[src/swrp_pkg.sv]
// package with sizes and the sine table for the rms and phasor block
package swrp_pkg;
	localparam int WINDOW = 16;
	localparam int WIN_LOG = $clog2(WINDOW);
	localparam int CODE_W = 10;
	localparam int HARM_W = 3;
	localparam int TRIG_W = 16;
	localparam int OP_W = 2 * CODE_W + 1;
	localparam int PROD_W = 2 * OP_W;
	localparam int VSQ_W = 2 * CODE_W + WIN_LOG;
	localparam int PSQ_W = 4 * CODE_W + WIN_LOG;
	localparam int ACC_W = CODE_W + 14 + WIN_LOG + 2;
	localparam int RMS_SH = 12 - WIN_LOG;
	localparam int SQ_W = PSQ_W + RMS_SH;
	localparam int ROOT_W = SQ_W / 2;
	localparam int RT_W = $clog2(ROOT_W + 2);
	localparam int PH_SH = WIN_LOG + 7;
	localparam int RMS_W = 16;
	localparam int PRMS_W = 26;
	localparam int PHASOR_W = 18;

	typedef logic signed [TRIG_W-1:0] trig_tab_t [WINDOW];

	function automatic logic [63:0] quarter_sin(input logic [63:0] x);
		logic [63:0] t;
		logic [63:0] t2;
		logic [63:0] r;
		t = x << 2;
		t2 = (t * t) >> 16;
		r = 64'd172272;
		r = 64'd5026993 - ((r * t2) >> 16);
		r = 64'd85569306 - ((r * t2) >> 16);
		r = 64'd693598668 - ((r * t2) >> 16);
		r = 64'd1686629713 - ((r * t2) >> 16);
		return (r * t + (64'd1 << 31)) >> 32;
	endfunction

	function automatic trig_tab_t calc_sin_tab();
		trig_tab_t tab;
		logic [63:0] ph;
		logic [63:0] f;
		logic [63:0] s;
		for (int m = 0; m < WINDOW; m++) begin
			ph = ((64'(m) * 64'd65536) + 64'(WINDOW / 2)) / 64'(WINDOW);
			ph = ph & 64'hFFFF;
			f = ph & 64'd16383;
			s = ph[14] ? quarter_sin(64'd16384 - f) : quarter_sin(f);
			tab[m] = ph[15] ? -TRIG_W'(s) : TRIG_W'(s);
		end
		return tab;
	endfunction

	localparam trig_tab_t SIN_TAB = calc_sin_tab();

	typedef enum logic [2:0] {
		OP_VV = 3'd0,
		OP_CC = 3'd1,
		OP_VC = 3'd2,
		OP_PP = 3'd3,
		OP_VCOS = 3'd4,
		OP_VSIN = 3'd5
	} mac_op_t;

	typedef enum logic [4:0] {
		ST_IDLE = 5'b00001,
		ST_MAC = 5'b00010,
		ST_DRAIN = 5'b00100,
		ST_ROOT = 5'b01000,
		ST_DONE = 5'b10000
	} state_t;
endpackage

[src/sliding_window_rms_phasor.sv]
// top level of the sliding window rms and dft phasor block
// usage:
// - input channel: voltage_code and current_code with in_valid; the block
//   raises in_stall while it works on a word, so one word is taken at a time
// - output channel: five result fields with out_valid; the receiver holds
//   out_stall high to keep the word, which stays unchanged meanwhile
// - config channel: cfg_data with cfg_valid, cfg_ready always high; sets
//   the harmonic order (reset value 1); write only while idle
// latency: 6 cycles per window entry on the shared multiplier (96), one
//   drain cycle, then three square roots of 28 cycles each on the shared
//   root unit (84), then one cycle to the output register: 182 cycles
// throughput: one word per 183 cycles (one idle cycle before the next
//   accept), set by the single multiplier and the single bit-serial root unit
// a new word can be taken while the previous result waits in the output
//   register; the block then holds before its final step until it is free
// reset: windows cleared to zero, harmonic set to 1, no output pending
module sliding_window_rms_phasor (
	input  logic                                   clk,
	input  logic                                   arst_n,
	input  logic                                   in_valid,
	output logic                                   in_stall,
	input  logic [swrp_pkg::CODE_W-1:0]            voltage_code,
	input  logic [swrp_pkg::CODE_W-1:0]            current_code,
	output logic                                   out_valid,
	input  logic                                   out_stall,
	output logic [swrp_pkg::RMS_W-1:0]             voltage_rms,
	output logic [swrp_pkg::RMS_W-1:0]             current_rms,
	output logic [swrp_pkg::PRMS_W-1:0]            power_rms,
	output logic signed [swrp_pkg::PHASOR_W-1:0]   phasor_real,
	output logic signed [swrp_pkg::PHASOR_W-1:0]   phasor_imag,
	input  logic                                   cfg_valid,
	output logic                                   cfg_ready,
	input  logic [swrp_pkg::HARM_W-1:0]            cfg_data
);
	import swrp_pkg::*;

	state_t state_q;
	logic [CODE_W-1:0] vwin_q [WINDOW];
	logic [CODE_W-1:0] cwin_q [WINDOW];
	logic [HARM_W-1:0] harm_q;
	logic [WIN_LOG-1:0] k_q;
	mac_op_t step_q;
	mac_op_t op_s1;
	logic acc_en_s1;
	logic signed [PROD_W-1:0] prod_s1;
	logic [VSQ_W-1:0] vsq_q;
	logic [VSQ_W-1:0] isq_q;
	logic [PSQ_W-1:0] psq_q;
	logic signed [ACC_W-1:0] re_q;
	logic signed [ACC_W-1:0] im_q;
	logic [1:0] sel_q;
	logic [RT_W-1:0] rt_q;
	logic [SQ_W-1:0] x_q;
	logic [SQ_W-1:0] res_q;
	logic [SQ_W-1:0] bit_q;
	logic [ROOT_W-1:0] vroot_q;
	logic [ROOT_W-1:0] iroot_q;
	logic out_valid_q;

	logic [WIN_LOG-1:0] m_idx;
	logic [WIN_LOG-1:0] c_idx;
	logic signed [OP_W-1:0] op_a;
	logic signed [OP_W-1:0] op_b;
	logic signed [OP_W-1:0] v_op;
	logic signed [OP_W-1:0] c_op;
	logic [SQ_W-1:0] trial;
	logic [SQ_W-1:0] sq_in;
	logic signed [ACC_W-1:0] re_rnd;
	logic signed [ACC_W-1:0] im_rnd;
	logic signed [ACC_W-1:0] re_sh;
	logic signed [ACC_W-1:0] im_sh;
	logic signed [PHASOR_W-1:0] re_sat;
	logic signed [PHASOR_W-1:0] im_sat;
	logic accept;
	logic out_take;
	logic out_free;

	assign accept = in_valid && (state_q == ST_IDLE);
	assign in_stall = (state_q != ST_IDLE);
	assign cfg_ready = 1'b1;
	assign out_valid = out_valid_q;
	assign out_take = out_valid_q && !out_stall;
	assign out_free = !out_valid_q || !out_stall;

	assign m_idx = WIN_LOG'(harm_q * k_q);
	assign c_idx = m_idx + WIN_LOG'(WINDOW / 4);
	assign v_op = OP_W'(vwin_q[0]);
	assign c_op = OP_W'(cwin_q[0]);

	always_comb begin
		op_a = v_op;
		op_b = v_op;
		case (step_q)
			OP_VV: begin
				op_a = v_op;
				op_b = v_op;
			end
			OP_CC: begin
				op_a = c_op;
				op_b = c_op;
			end
			OP_VC: begin
				op_a = v_op;
				op_b = c_op;
			end
			OP_PP: begin
				op_a = OP_W'(prod_s1);
				op_b = OP_W'(prod_s1);
			end
			OP_VCOS: begin
				op_a = v_op;
				op_b = OP_W'(SIN_TAB[c_idx]);
			end
			OP_VSIN: begin
				op_a = v_op;
				op_b = OP_W'(SIN_TAB[m_idx]);
			end
			default: begin
				op_a = v_op;
				op_b = v_op;
			end
		endcase
	end

	always_comb begin
		case (sel_q)
			2'd0: sq_in = SQ_W'(vsq_q) << RMS_SH;
			2'd1: sq_in = SQ_W'(isq_q) << RMS_SH;
			default: sq_in = SQ_W'(psq_q) << RMS_SH;
		endcase
	end

	assign trial = res_q + bit_q;

	always_comb begin
		re_rnd = re_q + ACC_W'(WINDOW * 64);
		im_rnd = im_q + ACC_W'(WINDOW * 64);
		re_sh = re_rnd >>> PH_SH;
		im_sh = im_rnd >>> PH_SH;
		if (re_sh > ACC_W'(131071))
			re_sat = PHASOR_W'(131071);
		else if (re_sh < -ACC_W'(131072))
			re_sat = PHASOR_W'(-131072);
		else
			re_sat = PHASOR_W'(re_sh);
		if (im_sh > ACC_W'(131071))
			im_sat = PHASOR_W'(131071);
		else if (im_sh < -ACC_W'(131072))
			im_sat = PHASOR_W'(-131072);
		else
			im_sat = PHASOR_W'(im_sh);
	end

	always_ff @(posedge clk or negedge arst_n) begin
		if (!arst_n) begin
			harm_q <= HARM_W'(1);
		end else if (cfg_valid && cfg_ready) begin
			harm_q <= cfg_data;
		end
	end

	// windows: shift in on accept, rotate once per entry while walking
	always_ff @(posedge clk or negedge arst_n) begin
		if (!arst_n) begin
			for (int i = 0; i < WINDOW; i++) begin
				vwin_q[i] <= '0;
				cwin_q[i] <= '0;
			end
		end else if (accept) begin
			for (int i = 0; i < WINDOW - 1; i++) begin
				vwin_q[i] <= vwin_q[i+1];
				cwin_q[i] <= cwin_q[i+1];
			end
			vwin_q[WINDOW-1] <= voltage_code;
			cwin_q[WINDOW-1] <= current_code;
		end else if (state_q == ST_MAC && step_q == OP_VSIN) begin
			for (int i = 0; i < WINDOW - 1; i++) begin
				vwin_q[i] <= vwin_q[i+1];
				cwin_q[i] <= cwin_q[i+1];
			end
			vwin_q[WINDOW-1] <= vwin_q[0];
			cwin_q[WINDOW-1] <= cwin_q[0];
		end
	end

	// shared multiplier, product registered before accumulation
	always_ff @(posedge clk) begin
		prod_s1 <= op_a * op_b;
		op_s1 <= step_q;
	end

	always_ff @(posedge clk or negedge arst_n) begin
		if (!arst_n) begin
			acc_en_s1 <= 1'b0;
		end else begin
			acc_en_s1 <= (state_q == ST_MAC);
		end
	end

	always_ff @(posedge clk) begin
		if (accept) begin
			vsq_q <= '0;
			isq_q <= '0;
			psq_q <= '0;
			re_q <= '0;
			im_q <= '0;
		end else if (acc_en_s1) begin
			case (op_s1)
				OP_VV: vsq_q <= vsq_q + VSQ_W'(prod_s1);
				OP_CC: isq_q <= isq_q + VSQ_W'(prod_s1);
				OP_PP: psq_q <= psq_q + PSQ_W'(prod_s1);
				OP_VCOS: re_q <= re_q + ACC_W'(prod_s1);
				OP_VSIN: im_q <= im_q - ACC_W'(prod_s1);
				default: ;
			endcase
		end
	end

	// bit-serial square root, shared by the three rms values
	always_ff @(posedge clk) begin
		if (state_q == ST_ROOT) begin
			if (rt_q == '0) begin
				x_q <= sq_in;
				res_q <= '0;
				bit_q <= SQ_W'(1) << (SQ_W - 2);
			end else if (rt_q <= RT_W'(ROOT_W)) begin
				if (x_q >= trial) begin
					x_q <= x_q - trial;
					res_q <= (res_q >> 1) + bit_q;
				end else begin
					res_q <= res_q >> 1;
				end
				bit_q <= bit_q >> 2;
			end else if (sel_q == 2'd0) begin
				vroot_q <= ROOT_W'(res_q);
			end else if (sel_q == 2'd1) begin
				iroot_q <= ROOT_W'(res_q);
			end
		end
	end

	always_ff @(posedge clk or negedge arst_n) begin
		if (!arst_n) begin
			state_q <= ST_IDLE;
			k_q <= '0;
			step_q <= OP_VV;
			sel_q <= '0;
			rt_q <= '0;
		end else begin
			case (state_q)
				ST_IDLE: begin
					if (accept) begin
						state_q <= ST_MAC;
						k_q <= '0;
						step_q <= OP_VV;
					end
				end
				ST_MAC: begin
					case (step_q)
						OP_VV: step_q <= OP_CC;
						OP_CC: step_q <= OP_VC;
						OP_VC: step_q <= OP_PP;
						OP_PP: step_q <= OP_VCOS;
						OP_VCOS: step_q <= OP_VSIN;
						default: begin
							step_q <= OP_VV;
							k_q <= k_q + 1'b1;
							if (k_q == WIN_LOG'(WINDOW - 1))
								state_q <= ST_DRAIN;
						end
					endcase
				end
				ST_DRAIN: begin
					state_q <= ST_ROOT;
					sel_q <= '0;
					rt_q <= '0;
				end
				ST_ROOT: begin
					if (rt_q == RT_W'(ROOT_W + 1)) begin
						rt_q <= '0;
						if (sel_q == 2'd2)
							state_q <= ST_DONE;
						else
							sel_q <= sel_q + 1'b1;
					end else begin
						rt_q <= rt_q + 1'b1;
					end
				end
				ST_DONE: begin
					if (out_free)
						state_q <= ST_IDLE;
				end
				default: state_q <= ST_IDLE;
			endcase
		end
	end

	always_ff @(posedge clk or negedge arst_n) begin
		if (!arst_n) begin
			out_valid_q <= 1'b0;
		end else if (state_q == ST_DONE && out_free) begin
			out_valid_q <= 1'b1;
		end else if (out_take) begin
			out_valid_q <= 1'b0;
		end
	end

	always_ff @(posedge clk) begin
		if (state_q == ST_DONE && out_free) begin
			voltage_rms <= (vroot_q > ROOT_W'(65535)) ? RMS_W'(65535) : RMS_W'(vroot_q);
			current_rms <= (iroot_q > ROOT_W'(65535)) ? RMS_W'(65535) : RMS_W'(iroot_q);
			power_rms <= PRMS_W'(res_q);
			phasor_real <= re_sat;
			phasor_imag <= im_sat;
		end
	end
endmodule

[config.mk]
export PLATFORM = sky130hd
export DESIGN_NAME = sliding_window_rms_phasor
export DESIGN_NICKNAME = d
export VERILOG_FILES = /design/src/swrp_pkg.sv /design/src/sliding_window_rms_phasor.sv
export SDC_FILE = /design/constraint.sdc
export NUM_CORES = 2
export LEC_CHECK = 0
export CORE_MARGIN = 8
export CORE_UTILIZATION = 25
export DETAILED_ROUTE_END_ITERATION = 12
export DONT_BUFFER_PORTS = 1
export GPL_TIMING_DRIVEN = 0
export PLACE_DENSITY_LB_ADDON = 0.12
export SETUP_SLACK_MARGIN = 0.5
export SYNTH_ARGS = -nofsm -noshare
export SYNTH_HDL_FRONTEND = slang
export SYNTH_SLANG_ARGS = --single-unit
[constraint.sdc]
create_clock -name clk -period 19.3 [get_ports clk]
set_input_delay 1.93 -clock clk [delete_from_list [all_inputs] [get_ports clk]]
set_output_delay 1.93 -clock clk [all_outputs]
set_load 0.01 [all_outputs]
After elaboration in Yosys (flattened, before gate mapping)
Memory sizes are Yosys's and may differ from the RTL's. Cells that the tools add are included.

Memories: 2. Memory bits (read-only): 512. Output and inout port bits: 97. Input port bits: 28. Register bits: 817.

Add/subtract/negate cells: 14. Reduce and logical (&&, ||, !) cells: 32. Equal/unequal tests: 26. Multipliers: 2. Bitwise operators: 5. Order comparisons: 10. Multiplexer cells: 39.

Memory list: (name not given) (depth 16, bits a word 16, read ports 1, clocked after memory_dff 0, wr ports 0, RTL line sliding_window_rms_phasor.sv:116) `op_b = OP_W'(SIN_TAB[m_idx]);`; (name not given) (depth 16, bits a word 16, read ports 1, clocked after memory_dff 0, wr ports 0, RTL line sliding_window_rms_phasor.sv:112) `op_b = OP_W'(SIN_TAB[c_idx]);`.

Operator list (count): 2-to-1 mux 160 bit (4); 2-to-1 mux 52 bit (5); case mux 52 bit (2 select lines) (1); case mux 21 bit (4 select lines) (1); 2-to-1 mux 16 bit (4); adder 30 x 12 -> 30 bit (second input constant) (2); adder 51 x 51 -> 52 bit (1); adder 52 x 51 -> 52 bit (1); >= comparator 52 bit (1); > comparator 26 x 16 -> 1 bit (second input constant) (2); subtractor 52 bit (1); 2-to-1 mux 51 bit (1); adder 24 bit (2); adder 44 bit (1); multiplier 21 x 21 -> 42 bit (1); case mux 21 bit (2 select lines) (1); > comparator 19 x 18 -> 1 bit (second input constant) (2); < comparator 19 x 18 -> 1 bit (second input constant) (2); 2-to-1 mux 18 bit (2); 2-to-1 mux 5 bit (7); adder 30 bit (1); subtractor 30 bit (1); case mux 5 bit (5 select lines) (1); case mux 3 bit (5 select lines) (1); other kinds (45) (82).

Logic depth before layout (Yosys ltp)
Depth in word-level cells: 8. Depth in mapped cells: 42. Depth with buffers taken out: 40.

Worst setup path before layout
OpenSTA, ideal clock, no wires.

Path kind: register to register. Start: reg harm_q[0]. End: reg prod_s1[41]. Data required time: 19.228 ns. Stages on the path, launching flop included: 34. Path slack: 10.039 ns. Arrival: 9.189 ns. Setup time: 0.072 ns. Period minus slack after synthesis: 9.261 ns. Path through: dfstp_2 nand2_1 fa_1 inv_1 ha_1 xnor2_1 xnor2_1 xor2_1 xnor2_1 mux2i_1 o21ai_0 a21oi_1 clkbuf_1 nor2_1 fa_1 inv_1 fa_1 fa_1 inv_1 fa_1 fa_1 inv_1 fa_1 fa_1 inv_1 ha_1 a21oi_1 nor2b_1 nor4_1 o2111ai_1 and3_1 o21ai_0 nor2b_1 xnor2_1.

Word-level cells in the longest chain between the ends: 8. Elaborated cells between the ends (all ways): 12. Classes of those cells: add/sub (1); mul (2); mux (5); bitwise (2); memory (2).

Ends and longest elaborated chain: start, declared (RTL line sliding_window_rms_phasor.sv:40) `logic [HARM_W-1:0] harm_q;`; start signal, assigned (RTL line sliding_window_rms_phasor.sv:158) `harm_q <= cfg_data;`; multiplier 3 x 4 -> 4 bit (*) (RTL line sliding_window_rms_phasor.sv:85) `assign m_idx = WIN_LOG'(harm_q * k_q);`; adder 4 x 3 -> 4 bit (RTL line sliding_window_rms_phasor.sv:86) `assign c_idx = m_idx + WIN_LOG'(WINDOW / 4);`; inverter 4 -> 5 bit (implied by the code) (RTL line sliding_window_rms_phasor.sv:112); memory (16 x 16 bit); 2-to-1 mux 16 bit (implied by the code) (2 in series) (RTL line sliding_window_rms_phasor.sv:112); case mux 21 bit (4 select lines) (*) (RTL line sliding_window_rms_phasor.sv:93) `case (step_q)`; multiplier 21 x 21 -> 42 bit (*) (RTL line sliding_window_rms_phasor.sv:188) `prod_s1 <= op_a * op_b;`; end signal, assigned (RTL line sliding_window_rms_phasor.sv:188); end, declared (RTL line sliding_window_rms_phasor.sv:45) `logic signed [PROD_W-1:0] prod_s1;`.

Mark *: on every way between the ends. The rest lies on a longest branch, timed or not. The select of a mux whose other input is x is not followed. A chain may end at the register's enable or synchronous reset.

Worst setup path after layout
Start: reg step_q[0]. End: reg prod_s1[40].

Word-level cells in the longest chain between the ends: 4. Elaborated cells between the ends (all ways): 9. Classes of those cells: mul (1); eq/ne (5); mux (2); reduce/logical (1).

Ends and longest elaborated chain: start, declared (RTL line sliding_window_rms_phasor.sv:42) `mac_op_t step_q;`; start signal, assigned (RTL line sliding_window_rms_phasor.sv:246) `step_q <= OP_VV;`; start signal, assigned (RTL line sliding_window_rms_phasor.sv:255) `step_q <= OP_VV;`; start signal, assigned (RTL line sliding_window_rms_phasor.sv:260) `OP_VV: step_q <= OP_CC;`; equality test 3 x 2 -> 1 bit / equality test 3 x 1 -> 1 bit (equally long branches) (RTL line sliding_window_rms_phasor.sv:93); OR reduction 2 bit (no source line); case mux 21 bit (4 select lines) (RTL line sliding_window_rms_phasor.sv:93); multiplier 21 x 21 -> 42 bit (*) (RTL line sliding_window_rms_phasor.sv:188).

Mark *: on every way between the ends. The rest lies on a longest branch, timed or not.

==> results.toml <==
[synthesis]
synth_top_area_cells = "fa_1, dfrtp_1, edfxtp_1"
ys_dominant_reg_cell = "dfrtp_1"
synth_edf_count = 276
yosys.cell_count.top_type = "nand2_1"
seq_area_frac_synth_pct = 34.4
synthDominantAreaCellType = "fa_1"
postSynthAreaPerCell_sq_um = 9.85
commonest_cells_in_the_synthesized_netlist = "nand2_1, inv_1, nor2_1"
synth_async_sr_flop_share_pct = 42.1
register_bit_count_reported_by_yosys = 817
ys_warn_count = 0
synth.distinct_cells = 102
syn_nets = 7021
syn_area_sq_um = 60600
synth.top_cell.area_share_pct = 15.4
postSynthCellCount = 6147

[sta]
report.final.slew_viol_count = 11
period_share_pct = 63.4
period_minus_slack_ps = 12240
timing.final.hold_violations = 0
hold_ws_ps = 370
layout_setup_ws_ps = 7060
setup_total_negative_slack_ps = 0
max_slew_margin_pct = -1.99
fmaxAchievable_ghz = 0.0817
grt_setup_unrepaired = "no"
fin_worst_skew_ps = 49.1
tightest_slew_ps = 1520
final-setup-viol-count = 0

[clock_tree]
cts-hold-fix-buffers = 0
cts-root-buf = "clkbuf_16"
cts.sinks = 817
cts_tree = "built"
h-tree-depth = 3
cts_resized = 0
cts-root-to-sink-buffers = 3
numCtsBuffers = 100
path_clk_slew_ps = 70
clk-insertion-delay-late_ps = 730
postCtsSetupBuffers = 0

[min_path]
hp-start = "step_q[0]"
min_path_type = "reg2reg"
hold_path_end = "op_s1[0]"
hold_path_depth = 0

[critical_path]
depth_of_the_worst_register_to_register_path = 29
timing.critical_path.required_ps = 19910
worst_path_dominant_cell_family = "adder cells"
timing.critical_path.slowest_stage_cell = "nor2_1"
cpMostUsedCell = "fa_1"
crit_path_max_fanout = 10
worstReg2RegStart = "step_q[0]"
critical_path_buf_inv_count = 6
timing.critical_path.from_type = "register"
arr_time_crit_path_ps = 12850
slowest_stage_delay_on_critical_path_ps = 1090
worst-r2r-setup-slack_ps = 7060
worst-setup-path-type = "reg2reg"
endpoint_kind = "register"
r2r-end = "prod_s1[40]"
startpoint = "step_q[0]"

[floorplanning]
fp.dieArea_sq_um = 258000
coreArea_sq_um = 241000
horizontal_die_dimension_um = 508
die_y_um = 508
effective_utilization_at_floorplan_pct = 25.2
core.rowCount = 180
ios = 125

[grt]
grt_overflow_total = 0
grt_start_max_net_pins = 345
antenna_found_initial = 10
first_global_vias = 46100
grt_use_total_pct = 15.3
global_route_wire_length_before_repair_um = 302000

[cells_and_area]
area_growth_syn_to_layout_pct = 12.6
layout_nets = 7134
final_core_utilization_pct = 28.3
fraction_of_final_layout_cells_with_drive_strength_greater_than_1_pct = 10.3
final-seq-area_sq_um = 20800
layout.filler_cells = 25400
multiInputGateArea_sq_um = 36200

[route]
via_per_inst = 4.64
route.detailed.wl_per_inst_um = 21.0
detail_route.drc_violations = 0
via_count = 44300
routed_wirelength_um = 200000
drt-pass1-iter-count = 7
ant_nets = 0
detailedRoute.firstIterationViolations = 2646

[run_status]
status = "finished, violations left"
violations = "max-capacitance violations, max-slew violations"

[power]
vdd.ir_drop.worst_v = 0.0000803
power.leakage_nw = 29.6
totalPowerFinal_mw = 7.14
power.density_cell_area_nw_per_um2 = 105

[place]
gp_congestion = 0.852
io_buffer_count = 0
dp_worst_setup_slack_ps = 7000
dp.final_hpwl_um = 158000

[job]
max_cap_violations = 2
-- layout make-up --
| class | instances | area share (%) |
|---|---|---|
| tap | 3185 | 5.85 |
| sequential | 817 | 30.6 |
| multi-input combinational | 4417 | 53.1 |
| clock inverter | 56 | 0.898 |
| timing repair buffer | 11 | 0.325 |
| buffer | 238 | 1.53 |
| antenna | 6 | 0.0220 |
| inverter | 675 | 3.72 |
| clock buffer | 131 | 4.01 |
-- per-stage QoR --
step	instances	area, sq um
finish	9536	68200
global route	9530	68100
CTS	9530	68100
detailed placement	9343	64800
global placement	9332	64500
floorplan	6147	60600
-- logic make-up after synthesis --
kind of cell    Yosys count  synth area share, %
compound gates         1246                 13.4
mux                     325                 6.00
flops                   817                 34.4
buf+inv                 913                 5.91
other cells               1              0.00619
xor+xnor                347                 5.02
simple gates           1652                 12.0
fa+ha+maj               846                 23.3
-- flip-flops by register name (all words and copies together) (netlist names), 24 cells and up --
| signal | count |
|---|---|
| isq_q | 24 |
| re_q | 30 |
| vroot_q | 26 |
| vwin_q | 150 |
| iroot_q | 26 |
| im_q | 30 |
| x_q | 52 |
| prod_s1 | 42 |
| power_rms | 26 |
| vsq_q | 24 |
| res_q | 52 |
| cwin_q | 150 |
| psq_q | 44 |
| bit_q | 26 |
-- report_power, final --
group / internal, mW / switching, mW
Clock: 1.12 / 0.803
Sequential: 2.18 / 0.271
Combinational: 1.10 / 1.66
Total: 4.41 / 2.73
-- worst max path at each step --
stage                        to  slack (ps)  cells past startpoint
global placement        x_q[46]        5430                      4
floorplan           prod_s1[41]       10040                     33
detailed placement  prod_s1[41]        7000                     38
CTS                 prod_s1[41]        6970                     38
global route        prod_s1[41]        6410                     38
finish              prod_s1[40]        7060                     29
-- cell usage in the layout (no fill, tap or decap), drive strengths merged, types with 89 or more instances in the layout --
| cell type | n |
|---|---|
| o21ai | 266 |
| ha | 380 |
| nand2 | 695 |
| dfrtp | 342 |
| buf | 89 |
| xor2 | 153 |
| a211oi | 93 |
| xnor2 | 194 |
| a21o | 135 |
| fa | 466 |
| nand3 | 98 |
| inv | 675 |
| dfxtp | 197 |
| a21oi | 389 |
| mux2 | 302 |
| nor2 | 483 |
| clkbuf | 291 |
| edfxtp | 276 |
-- layer usage --
metal | vias to the layer above | part of all wire, % | GRT usage [%]
li1 | 21100 | - | -
met3 | 204 | 3.8 | 2.19
met1 | 22100 | 47 | 21.0
met5 | - | 0.029 | 0
met4 | 10 | 2.2 | 3.38
met2 | 800 | 47 | 25.6
Power figures use the tool's default switching activity.
